`src/rtl/fpa_pkg.sv`:
```
`default_nettype none
package fpa_pkg;
   localparam int FRAC_BITS = 8;
   localparam int WORD_W    = 32;
   localparam int NUM_W     = WORD_W + FRAC_BITS;
   localparam int WIDE_W    = 64;

   localparam logic signed [WORD_W-1:0] WORD_MAX = 32'sh7FFF_FFFF;
   localparam logic signed [WORD_W-1:0] WORD_MIN = 32'sh8000_0000;

   typedef enum logic [3:0] {
      ACT_ADD, ACT_SUB, ACT_MUL, ACT_DIV, ACT_GT, ACT_GE, ACT_LT, ACT_LE,
      ACT_EQ, ACT_NE, ACT_MIN, ACT_MAX, ACT_INC, ACT_DEC, ACT_I2F, ACT_F2I
   } action_type;

   typedef enum logic [1:0] {CLS_SIMPLE, CLS_MUL, CLS_DIV} class_type;

   typedef enum logic [1:0] {ST_OK, ST_SAT, ST_DIV0} status_type;

   typedef struct packed {
      action_type               action;
      class_type                cls;
      logic signed [WORD_W-1:0] a;
      logic signed [WORD_W-1:0] b;
   } item_type;

   typedef struct packed {
      class_type                cls;
      logic                     neg;
      logic signed [WORD_W-1:0] res;
      logic                     cmp;
      status_type               st;
      logic [WIDE_W-1:0]        wide;
      logic [WORD_W-1:0]        rem;
      logic [WORD_W-1:0]        den;
   } stage_type;
endpackage
`default_nettype wire

```
`src/rtl/fpa_queue.sv`:
```
`default_nettype none
module fpa_queue (
   input  wire logic              clock,
   input  wire logic              reset,
   input  wire logic              push,
   input  wire fpa_pkg::item_type push_item,
   output logic                   full,
   output logic                   pop,
   output fpa_pkg::item_type      pop_item
);
   import fpa_pkg::*;

   item_type   mem_ff [2];
   logic       wr_ff, wr_in, rd_ff, rd_in;
   logic [1:0] cnt_ff, cnt_in;

   assign full     = cnt_ff == 2'd2;
   assign pop      = cnt_ff != 2'd0;
   assign pop_item = mem_ff[rd_ff];
   assign wr_in    = push ? !wr_ff : wr_ff;
   assign rd_in    = pop ? !rd_ff : rd_ff;
   assign cnt_in   = cnt_ff + {1'b0, push} - {1'b0, pop};

   always_ff @(posedge clock) begin
      if (reset) begin
         wr_ff  <= 1'b0;
         rd_ff  <= 1'b0;
         cnt_ff <= 2'd0;
      end else begin
         wr_ff  <= wr_in;
         rd_ff  <= rd_in;
         cnt_ff <= cnt_in;
      end
      if (push) begin
         mem_ff[wr_ff] <= push_item;
      end
   end
endmodule
`default_nettype wire

```
`config.mk`:
```
export PLATFORM = sky130hd
export DESIGN_NAME = fpa_queue
export DESIGN_NICKNAME = d
export VERILOG_FILES = /design/src/rtl/fpa_pkg.sv /design/src/rtl/fpa_queue.sv
export SDC_FILE = /design/constraint.sdc
export NUM_CORES = 1
export LEC_CHECK = 0
export ABC_AREA = 1
export BUFFER_PORTS_ARGS = -buffer_cell sky130_fd_sc_hd__buf_2
export CORE_AREA = 2 2 111 113
export CTS_CLUSTER_SIZE = 40
export DETAILED_ROUTE_END_ITERATION = 6
export DIE_AREA = 0 0 113 115
export PLACE_DENSITY = 0.76
export SYNTH_ARGS = -nofsm -noshare
export SYNTH_HDL_FRONTEND = slang
export SYNTH_SLANG_ARGS = --single-unit
```
`constraint.sdc`:
```
create_clock -name clock -period 9.98 [get_ports clock]
set_clock_uncertainty 0.15 [all_clocks]
set_input_delay 1.996 -clock clock [delete_from_list [all_inputs] [get_ports clock]]
set_output_delay 1.996 -clock clock [all_outputs]
set_load 0.01 [all_outputs]
```
## Yosys cells after proc, flatten, opt, wreduce, memory -nomap -nowiden

Memories as Yosys holds them, arrays and structs flattened. A register that Yosys moved wholly into a read port is not among the register bits.
Index checks and enable logic that the tools add are counted.

- $add $sub $neg: 2
- Eq/ne operators: 1
- Mux-type cells: 4
- Reduce and logical (&&, ||, !) cells: 3

Operators with widths:

| operator | count |
|---|---|
| 2-to-1 mux 1 bit | 4 |
| adder 2 x 1 -> 2 bit | 1 |
| == test 2 bit, second input constant | 1 |
| zero test 1 bit | 2 |
| nonzero test 2 bit | 1 |
| subtractor 2 x 1 -> 2 bit | 1 |

- Register bits after elaboration: 4
- Memory bits (writable): 140
- Logic and storage cells: 14
- Memories: 1

Memory list:

| memory | words | bits a word | read ports | clocked after memory_dff | wr ports | RTL line | source |
|---|---|---|---|---|---|---|---|
| mem_ff | 2 | 70 | 1 | 1 | 1 | fpa_queue.sv:13 | `item_type mem_ff [2];` |

## Longest topological paths before layout

- Depth in word-level cells: 3
- Depth in mapped cells: 6

## Least setup slack after synthesis

No wires, ideal clock.

- Path kind: in2reg
- From: input push
- To: memory mem_ff[0][0] (netlist bit), enable pin
- Arrival: 4.970 ns
- Required time: 9.330 ns
- Setup slack: 4.359 ns
- Stages: 2
- Path buffers: 0
- Cell sequence: inv_1 > nor2_1

- Word-level cells in the longest chain between the ends: 2

RTL lines:

| what | RTL line | source |
|---|---|---|
| from (decl) | fpa_queue.sv:5 | `input wire logic push,` |
| 2-to-1 mux 1 bit | fpa_queue.sv:34 | `if (push) begin` |
| 2-to-1 mux 1 bit (not written as such) | fpa_queue.sv:35 | `mem_ff[wr_ff] <= push_item;` |
| to (decl) | fpa_queue.sv:13 |  |

Every way passes these cells.

==> flow_metrics.tcl <==
set metrics [dict create \
    hold_start "rd_ff" \
    synthCells 395 \
    port_buffers 144 \
    die_h_um 115 \
    post-route-period-util 0.426 \
    synth_edf_count 140 \
    synthArstFlopShare 0 \
    crit_family "flip-flops" \
    die_area_mm2 0.0130 \
    rsz0062_at_grt "false" \
    yosys.area.top_type "edfxtp_1" \
    fillers 925 \
    synth_area_leaders "edfxtp_1, o21ai_0, inv_1, nand2_1, dfxtp_1" \
    crit_path_end_kind "output port" \
    dpl.cell_count 673 \
    drive_gt1_frac 0.321 \
    grt_pass1_wl_mm 14.7 \
    antenna_found_initial 0 \
    slowest_delay_ns 1.10 \
    syn_nets 469 \
    clkLatencyLatePin_ns 0.41 \
    pin_count 145 \
    cts_tree "yes" \
    finalSetupViolCount 0 \
    powerDensity_mw_per_mm2 223 \
    rows 40 \
    cp_num_buf_inv 1 \
    cts_hold_buf 0 \
    area_growth_syn_to_layout_pct 27.8 \
    overflow 0 \
    coreArea_mm2 0.0118 \
    cts.reportedPaths.clkPinSlew_ns 0.05 \
    p_leak_nw 2.89 \
    fin_setup_tns_ns 0 \
    post_cts_resized 0 \
    tightest_slew_ns 1.16 \
    startpoint_type "flip-flop" \
    syn_avg_cell_area_um2 13.7 \
    critical_path_class "flip-flop to output port" \
    slew_headroom 0.225 \
    synth-seq-area-share 0.796 \
    hold_path_class "flip-flop to flip-flop" \
    clockBufferDepth 2 \
    cts_made_buffers 17 \
    synth.most_common_cell "edfxtp_1" \
    synth_top_area_frac 0.778 \
    drtPass1Iterations 6 \
    ir_drop_uv 130 \
    grt_pass1_vias 3169 \
    dp_hpwl_mm 6.08 \
    synth_flop_cell "edfxtp_1" \
    nets 619 \
    critPathMaxFanout 140 \
    diodes 0 \
    cp_cell_sequence "o21ai_0 > buf_2" \
    gp_congestion 0.726 \
    drtIter0Drc 204 \
    fmax_mhz 235 \
    crit_required_ns 7.83 \
    post_cts_buffers 0 \
    failed_checks "DRC" \
    maxCapViolCount 0 \
    viasPerCell 4.61 \
    stdcell_count 705 \
    cp.arrival_ns 2.10 \
    grt_use_total 0.150 \
    grt_max_degree 141 \
    synth.distinct_cells 15 \
    drt_wl_total_mm 9.52 \
    status "finished with violations" \
    post_drt_wl_per_cell_um 13.5 \
    cts.sinks 145 \
    yosys_register_bits 145 \
    cts-root-buf "clkbuf_16" \
    synth_commonest_cells "edfxtp_1, inv_1, nand2_1" \
    hold_viol 0 \
    slowest_stage "dfxtp_4" \
    maxSlewViolCount 0 \
    synth_area_mm2 0.00541 \
    initial_core_util 0.458 \
    r2r-start "wr_ff" \
    drc_errors 12 \
    synth_warnings 0 \
    layout_min_cycle_time_ns 4.25 \
    dr_total_vias 3250 \
    die_w_um 113 \
    ant_nets 0 \
    cts.htree.levels 4 \
]
==> metrics by stage <==
stage / total power, mW / hold WS (ns) / worst slack [ns] / instance area, um^2 / utilization
2_1_floorplan: 0.783 / 0.338 / 4.36 / 5410 / -
3_3_place_gp: 0.831 / 0.351 / 5.90 / 6220 / 0.526
3_5_place_dp: 0.836 / 0.373 / 5.85 / 6220 / 0.526
4_1_cts: 1.56 / 0.398 / 5.68 / 6910 / 0.585
5_1_grt: 1.60 / 0.436 / 5.46 / 6910 / 0.585
6_report: 1.54 / 0.395 / 5.73 / 6910 / 0.585
==> state kept, by name (all words and copies together), names as in the netlist, named ones only <==
| signal | cells |
|---|---|
| mem_ff | 140 |
| cnt_ff | 2 |
| rd_ff | 1 |
| wr_ff | 1 |
==> worst register-to-register path: cells and delay by family, from the launching register on <==
kind,cells,cell delay [ns]
DFF,1,0.34
buffers and inverters,1,0.59
and+or+nand+nor,1,0.79
==> routing by layer <==
metal	up-vias	GRT usage	part of all wire
li1	1626	-	-
met1	1488	0.176	0.40
met2	117	0.243	0.50
met3	19	0.0543	0.075
met4	0	0.0789	0.022
met5	-	0	0
==> power breakdown <==
part / internal [mW] / switching, mW
Combinational: 0.0398 / 0.0613
Clock: 0.495 / 0.227
Sequential: 0.704 / 0.0164
==> cell families after synthesis <==
logic type	share of synthesized area
AOI/OAI and AO/OA	0.0657
DFF	0.796
and+or+nand+nor	0.0602
adders and majority gates	0.00231
buffers and inverters	0.0755
==> placed cells by master, fill, tap and decap left out, types with 2 or more instances in the layout <==
| master | count |
|---|---|
| edfxtp_1 | 140 |
| buf_2 | 144 |
| clkbuf_1 | 2 |
| buf_4 | 2 |
| bufinv_16 | 6 |
| clkbuf_8 | 4 |
| o21ai_1 | 5 |
| o21ai_0 | 65 |
| dfxtp_1 | 4 |
| clkbuf_16 | 17 |
| nand2_1 | 74 |
| clkinvlp_4 | 2 |
| clkinv_2 | 2 |
| nor2_1 | 9 |
| inv_1 | 76 |
==> area by class of cell <==
class                           instances  area (um^2)  area share
Clock inverter                          9          200      0.0290
Clock buffer                           23          488      0.0707
Inverter                               77          290      0.0420
Timing Repair Buffer                  146          736       0.107
Multi-Input combinational cell        158          701       0.101
Tap cell                              147          184      0.0266
Sequential cell                       145         4310       0.624
==> path summary, 6_finish.rpt <==
| path | depth (start not counted) | slack (ns) | to |
|---|---|---|---|
| worst min register to register | 3 | 0.40 | rd_ff |
| worst min-delay path | 3 | 0.40 | rd_ff |
| worst max-delay path | 2 | 5.73 | pop_item[13] |
| worst max register to register | 2 | 7.72 | mem_ff[0][13] |
No activity file was read; power rests on OpenSTA's default activity.
