==> src/rtl/fpa_pkg.sv <==
`default_nettype none
package fpa_pkg;
   localparam int FRAC_BITS = 8;
   localparam int WORD_W    = 32;
   localparam int NUM_W     = WORD_W + FRAC_BITS;
   localparam int WIDE_W    = 64;

   localparam logic signed [WORD_W-1:0] WORD_MAX = 32'sh7FFF_FFFF;
   localparam logic signed [WORD_W-1:0] WORD_MIN = 32'sh8000_0000;

   typedef enum logic [3:0] {
      ACT_ADD, ACT_SUB, ACT_MUL, ACT_DIV, ACT_GT, ACT_GE, ACT_LT, ACT_LE,
      ACT_EQ, ACT_NE, ACT_MIN, ACT_MAX, ACT_INC, ACT_DEC, ACT_I2F, ACT_F2I
   } action_type;

   typedef enum logic [1:0] {CLS_SIMPLE, CLS_MUL, CLS_DIV} class_type;

   typedef enum logic [1:0] {ST_OK, ST_SAT, ST_DIV0} status_type;

   typedef struct packed {
      action_type               action;
      class_type                cls;
      logic signed [WORD_W-1:0] a;
      logic signed [WORD_W-1:0] b;
   } item_type;

   typedef struct packed {
      class_type                cls;
      logic                     neg;
      logic signed [WORD_W-1:0] res;
      logic                     cmp;
      status_type               st;
      logic [WIDE_W-1:0]        wide;
      logic [WORD_W-1:0]        rem;
      logic [WORD_W-1:0]        den;
   } stage_type;
endpackage
`default_nettype wire

==> src/rtl/fpa_front.sv <==
`default_nettype none
module fpa_front (
   input  wire logic             clock,
   input  wire logic             reset,
   input  wire logic             start,
   output logic                  busy,
   input  wire logic [3:0]       req_action,
   input  wire logic signed [31:0] req_operand_a,
   input  wire logic signed [31:0] req_operand_b,
   input  wire logic             q_full,
   output logic                  push,
   output fpa_pkg::item_type     push_item
);
   import fpa_pkg::*;

   logic     vld_ff, vld_in;
   item_type item_ff, item_in;
   logic     accept;

   assign push      = vld_ff && !q_full;
   assign busy      = vld_ff && q_full;
   assign accept    = start && !busy;
   assign push_item = item_ff;
   assign vld_in    = accept || (vld_ff && !push);

   always_comb begin
      item_in        = item_ff;
      if (accept) begin
         item_in.action = action_type'(req_action);
         item_in.a      = req_operand_a;
         item_in.b      = req_operand_b;
         unique case (action_type'(req_action))
            ACT_MUL: item_in.cls = CLS_MUL;
            ACT_DIV: item_in.cls = CLS_DIV;
            default: item_in.cls = CLS_SIMPLE;
         endcase
      end
   end

   always_ff @(posedge clock) begin
      if (reset) begin
         vld_ff <= 1'b0;
      end else begin
         vld_ff <= vld_in;
      end
      item_ff <= item_in;
   end
endmodule
`default_nettype wire

==> config.mk <==
export PLATFORM = sky130hd
export DESIGN_NAME = fpa_front
export DESIGN_NICKNAME = d
export VERILOG_FILES = /design/src/rtl/fpa_pkg.sv /design/src/rtl/fpa_front.sv
export SDC_FILE = /design/constraint.sdc
export NUM_CORES = 1
export LEC_CHECK = 0
export BUFFER_PORTS_ARGS = -buffer_cell sky130_fd_sc_hd__buf_2
export CORE_AREA = 2 2 112 60
export DETAILED_ROUTE_END_ITERATION = 10
export DIE_AREA = 0 0 114 62
export PLACE_DENSITY = 0.76
export SLEW_MARGIN = 20
export SYNTH_ARGS = -nofsm -noshare
export SYNTH_HDL_FRONTEND = slang
export SYNTH_SLANG_ARGS = --single-unit
export TNS_END_PERCENT = 50
==> constraint.sdc <==
create_clock -name clock -period 2.9 [get_ports clock]
set_input_delay 0.435 -clock clock [delete_from_list [all_inputs] [get_ports clock]]
set_output_delay 0.435 -clock clock [all_outputs]
set_load 0.01 [all_outputs]
After elaboration in Yosys (flattened, before gate mapping):

Cells that the tools add are included.

* RAM bits: 0
* latch bits: 0
* output and inout port bits: 72
* bits in read-only memories: 0
* bits in registers: 71
* memories: 0

* muxes and demuxes: 1
* order comparisons: 0
* equality and inequality tests: 2
* div/mod/pow operators: 0
* add/subtract/negate cells: 0
* multiply operators: 0
* bitwise operators: 0
* reduce and logical (&&, ||, !) cells: 8
* shifts and indexed selects: 0

Operator list (number)
* $eq A4 B2 Y1 const B: 2
* $logic_and A1 B1 Y1: 4
* $pmux W2 S2: 1
* $logic_not A1 Y1: 3
* $logic_or A1 B1 Y1: 1

Depth between registers and ports, before layout:

Gate-level depths: netlist (run 1).

* depth after elaboration: 5
* mapped depth: 2

Worst setup path after synthesis (run 1):

OpenSTA, ideal clock, no wires.

* path kind: input port to flip-flop
* start: input q_full
* end: register item_ff (netlist bit push_item[0]) (enable)
* required time: 2.457 ns
* arrival: 2.475 ns
* stages on the path: 2
* buffers on the path: 0
* slack: -0.018 ns
* library setup time: 0.443 ns
* cell sequence: and2_2 nor2b_2

* longest elaborated chain between the ends: 3

RTL lines
* start, declared: RTL line fpa_front.sv:10 `input wire logic q_full,`
* $logic_and A1 B1 Y1: RTL line fpa_front.sv:21 `assign busy = vld_ff && q_full;`
* $logic_not A1 Y1: RTL line fpa_front.sv:22 `assign accept = start && !busy;`
* $logic_and A1 B1 Y1: RTL line fpa_front.sv:22
* net accept: RTL line fpa_front.sv:18 `logic accept;`
* end signal, assigned: RTL line fpa_front.sv:46 `item_ff <= item_in;`
* end, declared: RTL line fpa_front.sv:17 `item_type item_ff, item_in;`

The timed path passes the listed nets, and every way through them passes these cells.
A chain may end at the register's enable or synchronous reset.

Final worst setup path (run 1):

* start: register vld_ff
* end: output busy

* longest elaborated chain between the ends: 1

RTL lines
* start, declared: RTL line fpa_front.sv:16 `logic vld_ff, vld_in;`
* start signal, assigned: RTL line fpa_front.sv:44 `vld_ff <= vld_in;`
* $logic_and A1 B1 Y1: RTL line fpa_front.sv:21
* end, declared: RTL line fpa_front.sv:6 `output logic busy,`

No other way between the ends.

==> results of run 1 <==
layer usage:
metal  vias up  global-route usage  share of wire
li1        625                   -              -
met1       604               0.115           0.40
met2        91               0.162           0.42
met3         7               0.115           0.17
met4         0              0.0575         0.0059
met5         -                   0              0
worst max-delay path: stages, from the launching register on:
cell and delay [ns]:
dfxtp_1 0.34, and2_2 0.18, buf_2 0.13
power by group:
part           internal [W]  leakage, nW  switching, W  total (W)
logic             0.0000772        0.602     0.0000914   0.000169
registers           0.00120        0.686     0.0000124    0.00121
clock network      0.000744        0.151      0.000371    0.00112
total               0.00202         1.44      0.000475    0.00250
metrics by stage:
stage / total power (W) / hold slack, ns / area, um2 / std cells
6_report: 0.00250 / 0.267 / 3340 / 317
3_5_place_dp: 0.00141 / 0.500 / 3020 / 302
3_3_place_gp: 0.00140 / 0.476 / 3020 / 302
5_1_grt: 0.00260 / 0.253 / 3340 / 317
4_1_cts: 0.00254 / 0.250 / 3340 / 317
2_1_floorplan: 0.00129 / 0.458 / 2190 / 78
layout by cell type, fill, tap and decap left out, drive strengths merged:
| cell type | n |
|---|---|
| and4bb | 1 |
| clkinv | 3 |
| buf | 144 |
| clkbuf | 9 |
| edfxtp | 70 |
| a21oi | 1 |
| and2 | 1 |
| dfxtp | 1 |
| nor2b | 1 |
| nor4b | 1 |
| and2b | 1 |
| clkinvlp | 1 |
| nor2 | 1 |
| bufinv | 2 |
path summary, 6_finish.rpt:
| path | startpoint | endpoint | slack (ns) | cells after the start |
|---|---|---|---|---|
| max | vld_ff$_SDFF_PP0_ | busy | 1.49 | 2 |
| min | reset | vld_ff$_SDFF_PP0_ | 0.27 | 2 |
| max reg2reg | vld_ff$_SDFF_PP0_ | push_item[56]$_DFFE_PP_ | 1.56 | 3 |
| min reg2reg | vld_ff$_SDFF_PP0_ | vld_ff$_SDFF_PP0_ | 0.51 | 2 |
flip-flops by register name, summed over array words and instances, names as in the netlist:
| register | cells |
|---|---|
| push_item | 70 |
| vld_ff | 1 |
synth_stat cells:
cell type  count  area share
nor2_1         1      0.0017
nor2b_2        1      0.0040
and2b_2        1      0.0040
a21oi_1        1      0.0023
and2_2         1      0.0034
edfxtp_1      70        0.96
dfxtp_1        1      0.0092
and4bb_2       1      0.0057
nor4b_2        1      0.0069
cell families after synthesis:
kind of cell / count (synthesis) / synth area share
AOI/OAI and AO/OA: 1 / 0.00229
and+or+nand+nor: 6 / 0.0258
DFF: 71 / 0.972
final cells by class:
class / instances / share of cell area
Clock buffer: 9 / 0.0675
Clock inverter: 6 / 0.0259
Multi-Input combinational cell: 7 / 0.0199
Sequential cell: 71 / 0.636
Tap cell: 80 / 0.0300
Timing Repair Buffer: 144 / 0.221
==> qor.yml, run 1 <==
detailed_routing:
  viasPerCell: 4.19
  drt_first_pass_iters: 2
  num_vias: 1327
  drt_iter0_markers: 40
  wl_per_cell_um: 13.3
  route.antenna.remaining_nets: 0
  post-route-drc-count: 0
  drt-total-wl_um: 4210
die:
  io_pins: 144
  die_w_um: 114
  die_area_um2: 7070
  fp-row-count: 21
  core-area_um2: 6250
  start_util: 0.349
  die_h_um: 62
timing:
  fmax_ghz: 0.712
  period_minus_slack_ns: 1.41
  slew_violations: 0
  maxSlewHeadroom: 0.758
  rsz0062_at_grt: "no"
  fin_tns_setup_ns: 0
  setup_slack_ns: 1.49
  worstMarginPinSlew_ns: 0.364
  final-setup-viol-count: 0
  fin_worst_skew_ns: 0.00252
  hold_viol_final: 0
  final.period_utilization: 0.485
setup_path:
  crit_path_end_kind: "primary output"
  start_kind: "flip-flop"
  critPathMaxFanout: 3
  crit_arrival_ns: 0.97
  required_ns: 2.47
  path_class: "flip-flop to primary output"
logic_synthesis:
  synth_nets: 150
  avgSynthCellArea_um2: 28.0
  synthCells: 78
  synth_area_um2: 2180
  synth_cell_types: 9
  ys_warn_count: 0
  yosysSeqAreaShare: 0.972
  ys_ff_latch: 71
clocking:
  ctsHtreeMaxLevel: 3
  cts_buffers: 9
  cts_buffer_depth: 2
  cts_num_sinks: 71
  cts_tree: "done"
  root_buffer: "clkbuf_16"
  cts.clk_slew.worst_paths_ns: 0.05
  cts_hold_buf: 0
  postCtsSetupRepairBufs: 0
  cts_resized: 0
  clkLatencyLatePin_ns: 0.32
global_routing:
  grt_max_degree: 71
  grt_usage: 0.116
  grt_pass1_vias: 1232
  grt_pass1_wl_um: 5690
  overflow: 0
  antenna_found_initial: 0
cells_and_area:
  fin_nets: 305
  seq_area_um2: 2120
  fillers: 523
  antennaDiodeCount: 0
  utilization: 0.533
  drive_gt1_frac: 0.692
  syn_to_final_growth_pct: 52.8
  multi_input_area_um2: 66.3
pwr:
  leakagePower_nw: 1.44
  powerDensity_nw_per_um2: 748
  ir_worst_vdd_uv: 483
placed_design:
  dp_hpwl_um: 3010
  io_buffer_count: 143
  place_ws_ns: 1.31
  routabilityCongestion: 0.715
hold_path:
  hold_class: "input pin to flip-flop"
outcome:
  outcome: "complete, no violations"
flow_run:
  maxCapViolCount: 0
No activity file was read; power rests on OpenSTA's default activity.
==> run 2: changes to the inputs <==
CORE_AREA = 2 2 107 57   (was 2 2 112 60)
DIE_AREA = 0 0 109 59   (was 0 0 114 62)
PLACE_DENSITY = 0.8   (was 0.76)
clock period = 1.4 ns   (was 2.9 ns; I/O delays follow)
==> qor.yml, run 2 (synthesized netlist as in run 1, its figures left out) <==
cells_and_area:
  largest_reg_flops: 70
  fin_nets: 306
  drive_gt1_frac: 0.695
  antennaDiodeCount: 0
  final_common_cell: "buf_2"
  fin_cells: 312
  fillers: 403
  layout.cells.most_common_list: "143 x buf_2, 70 x edfxtp_1, 9 x clkbuf_8, 3 x clkinvlp_4"
  utilization: 0.604
  syn_to_final_growth_pct: 49.2
timing:
  maxSlewHeadroom: 0.871
  hold_viol_final: 0
  hold_ws_ns: 0.0366
  final.period_utilization: 0.840
  rsz0062_at_grt: "no"
  fmax_ghz: 0.851
  period_minus_slack_ns: 1.18
  setup_slack_ns: 0.224
  fin_worst_skew_ns: 0.00380
  slew_violations: 0
  worstMarginPinSlew_ns: 0.193
  final-setup-viol-count: 0
detailed_routing:
  drt_first_pass_iters: 4
  drt-total-wl_um: 4660
  drt_iter0_markers: 81
  viasPerCell: 4.24
  wl_per_cell_um: 14.9
  route.antenna.remaining_nets: 0
  post-route-drc-count: 0
  num_vias: 1322
die:
  die_h_um: 59
  start_util: 0.405
  fp-row-count: 19
  die_area_um2: 6430
  core-area_um2: 5400
  io_pins: 144
  die_w_um: 109
global_routing:
  grt_pass1_wl_um: 6690
  grt_usage: 0.148
  grt_max_degree: 38
  grt_pass1_vias: 1371
  overflow: 0
  antenna_found_initial: 0
setup_path:
  crit_end: "push_item[14]$_DFFE_PP_"
  r2r_cells: 3
  crit_start: "vld_ff$_SDFF_PP0_"
  rrSetupSlack_ns: 0.22
  rr_startpoint: "vld_ff$_SDFF_PP0_"
  required_ns: 1.42
  path_class: "flip-flop to flip-flop"
  crit_arrival_ns: 1.20
  crit_path_end_kind: "flip-flop"
  critPathMaxFanout: 37
  start_kind: "flip-flop"
  r2r_end: "push_item[14]$_DFFE_PP_"
clocking:
  cts_resized: 0
  root_buffer: "clkbuf_8"
  clkLatencyLatePin_ns: 0.33
  postCtsSetupRepairBufs: 0
  cts_buffers: 9
  cts_tree: "done"
  cts_buffer_depth: 2
  cts_hold_buf: 0
  cts.clk_slew.worst_paths_ns: 0.07
  cts_num_sinks: 71
  ctsHtreeMaxLevel: 3
placed_design:
  routabilityCongestion: 0.689
  io_buffer_count: 143
  dp.cells: 296
  place_ws_ns: 0.190
outcome:
  outcome: "complete, no violations"
pwr:
  ir_worst_vdd_uv: 655
  leakagePower_nw: 1.40
  powerDensity_nw_per_um2: 1410
flow_run:
  maxCapViolCount: 0
hold_path:
  hold_class: "input pin to flip-flop"
-- run 2: report_power, final --
group	switching (W)	internal (W)	leakage, nW	total [W]
Combinational	0.000192	0.000168	0.612	0.000360
Sequential	0.0000272	0.00248	0.686	0.00251
Clock	0.000728	0.00100	0.102	0.00173
Total	0.000948	0.00365	1.40	0.00460
-- run 2: worst min path at each step --
stage / from / to / slack, ns / depth (start not counted)
finish: reset / vld_ff$_SDFF_PP0_ / 0.04 / 2
global route: reset / vld_ff$_SDFF_PP0_ / 0.01 / 2
CTS: reset / vld_ff$_SDFF_PP0_ / 0.02 / 2
detailed placement: reset / vld_ff$_SDFF_PP0_ / 0.38 / 2
global placement: reset / vld_ff$_SDFF_PP0_ / 0.37 / 2
floorplan: reset / vld_ff$_SDFF_PP0_ / 0.28 / 1
-- run 2: layout make-up --
class | instances | area [um2] | area share
flip-flops and latches | 71 | 2120 | 0.652
well taps | 73 | 91.3 | 0.0280
repair buffers | 145 | 756 | 0.232
clock buffers | 9 | 124 | 0.0380
multi-input cells | 7 | 67.6 | 0.0207
clock inverters | 7 | 96.3 | 0.0296
-- run 2: worst max-delay path, stage by stage, from the launching register on --
cell and delay, ns:
dfxtp_1 0.32, and2_4 0.14, nor2b_4 0.16, buf_12 0.23
-- run 2: per-stage QoR --
stage / setup TNS (ns) / area [um2] / total power (W)
4_1_cts: 0 / 3260 / 0.00466
3_3_place_gp: 0 / 3040 / 0.00291
6_report: 0 / 3260 / 0.00460
2_1_floorplan: -36.21 / 2190 / 0.00268
3_5_place_dp: 0 / 3040 / 0.00292
5_1_grt: 0 / 3260 / 0.00477
-- run 2: metal layers --
metal	share of wire	track usage	wire length [um]
met5	0	0	0
met3	0.038	0.0681	177
met1	0.32	0.136	1490
met4	0.0092	0.0733	43
met2	0.63	0.280	2950
==> run 3: changes to the inputs <==
CORE_AREA = 2 2 112 60   (was 2 2 107 57)
DIE_AREA = 0 0 114 62   (was 0 0 109 59)
PLACE_DENSITY = 0.76   (was 0.8)
clock period = 1.05 ns   (was 1.4 ns; I/O delays follow)
==> qor.yml, run 3 (synthesized netlist as in run 1, its figures left out) <==
outcome:
  outcome: "finished with violations"
  violations: "setup timing"
detailed_routing:
  num_vias: 1504
  post-route-drc-count: 0
  wl_per_cell_um: 14.6
  drt_iter0_markers: 51
  drt_first_pass_iters: 4
  route.antenna.remaining_nets: 0
  viasPerCell: 4.27
  drt-total-wl_um: 5140
cells_and_area:
  stdcell_area_um2: 3730
  largest_reg_flops: 70
  seq_area_um2: 2120
  drive_gt1_frac: 0.614
  syn_to_final_growth_pct: 71.0
  layout.cells.most_common_list: "141 x buf_2, 70 x edfxtp_1, 28 x dlygate4sd3_1, 9 x clkbuf_16, 5 x buf_12"
  fin_nets: 341
  fillers: 484
  final_common_cell: "buf_2"
  antennaDiodeCount: 0
  multi_input_area_um2: 67.6
hold_path:
  hold_class: "input pin to flip-flop"
  worstHoldPathCells: 1
  worstHoldStart: "req_operand_b[4]"
setup_path:
  start_kind: "flip-flop"
  required_ns: 1.07
  rr_startpoint: "vld_ff$_SDFF_PP0_"
  r2r_cells: 4
  crit_start: "vld_ff$_SDFF_PP0_"
  crit_path_end_kind: "flip-flop"
  rrSetupSlack_ns: -0.16
  critPathMaxFanout: 21
  path_class: "flip-flop to flip-flop"
  crit_arrival_ns: 1.23
pwr:
  comb_power_share: 0.102
  powerDensity_nw_per_um2: 1740
  switchingPower_w: 0.00128
  leakagePower_nw: 1.61
  power_frac_seq: 0.517
  internal_power_w: 0.00522
  p_sw_frac: 0.197
  clkPwrFrac: 0.381
  ir_worst_vdd_uv: 1110
timing:
  final.period_utilization: 1.15
  rsz0062_at_grt: "yes"
  hold_viol_final: 0
  setup_slack_ns: -0.160
  fmax_ghz: 0.826
  hold_ws_ns: 0.0153
  fin_worst_skew_ns: 0.00593
  period_minus_slack_ns: 1.21
  worstMarginPinSlew_ns: 0.177
  slew_violations: 0
  final-setup-viol-count: 72
  maxSlewHeadroom: 0.882
die:
  io_pins: 144
  fp-row-count: 21
  start_util: 0.349
  die_area_um2: 7070
  die_w_um: 114
  core-area_um2: 6250
  die_h_um: 62
clocking:
  cts_buffers: 9
  cts.clk_slew.worst_paths_ns: 0.05
  root_buffer: "clkbuf_16"
  cts_buffer_depth: 2
  clkLatencyLatePin_ns: 0.32
  ctsHtreeMaxLevel: 3
  cts_tree: "done"
  cts_num_sinks: 71
global_routing:
  overflow: 0
  grt_pass1_wl_um: 6810
  grt_max_degree: 22
  grt_usage: 0.140
  antenna_found_initial: 0
  grt_pass1_vias: 1427
placed_design:
  dp_hpwl_um: 3210
  routabilityCongestion: 0.693
  io_buffer_count: 143
  dpl-instance-area_um2: 3070
flow_run:
  maxCapViolCount: 0
==> run 3: area by class of cell <==
class | count | share of cell area
flip-flops and latches | 71 | 0.569
well taps | 80 | 0.0268
repair buffers | 180 | 0.321
clock buffers | 10 | 0.0613
clock inverters | 4 | 0.00402
multi-input cells | 7 | 0.0181
==> run 3: critical path, cell delays in order (launching register included) <==
cell and delay [ns]:
dfxtp_2 0.32, and2_4 0.14, nor2b_4 0.16, buf_12 0.13
buf_12 0.15
==> run 3: power by group through the flow <==
stage	logic, W	registers, W	clock network (W)
final	0.000663	0.00336	0.00248
after global routing	0.000717	0.00337	0.00267
after floorplan	0.0000653	0.00351	0
after detailed placement	0.000500	0.00341	0
after CTS	0.000648	0.00336	0.00256
after global placement	0.000494	0.00340	0
==> run 3: layer usage <==
metal	track usage	routed length [um]	vias to the layer above
li1	-	-	700
met4	0.0679	38	0
met5	0	0	-
met1	0.155	2140	703
met2	0.220	2350	97
met3	0.0854	610	4
==> run 3: worst paths after layout <==
kind                                   to
setup / recovery  push_item[30]$_DFFE_PP_
hold / removal     push_item[4]$_DFFE_PP_
setup reg to reg  push_item[30]$_DFFE_PP_
hold reg to reg         vld_ff$_SDFF_PP0_
==> run 3: timing repair <==
| action | 4_1_cts | 5_1_grt |
|---|---|---|
| hold endpoints to repair | 24 | 4 |
| setup buffers | 2 | 0 |
| setup endpoints to repair | 72 | 77 |
| pin swaps | 0 | 0 |
| gates cloned | 3 | 0 |
| hold buffers | 24 | 4 |
| resized for setup | 5 | 1 |
==> run 3: stage by stage <==
stage	setup TNS (ns)	power, W	setup slack, ns	instances	util
floorplan	-60.71	0.00357	-0.867	78	-
global placement	-9.85	0.00390	-0.157	305	0.491
detailed placement	-10.48	0.00391	-0.167	305	0.491
CTS	-10.66	0.00657	-0.162	348	0.590
global route	-12.75	0.00676	-0.192	352	0.597
finish	-10.44	0.00650	-0.160	352	0.597
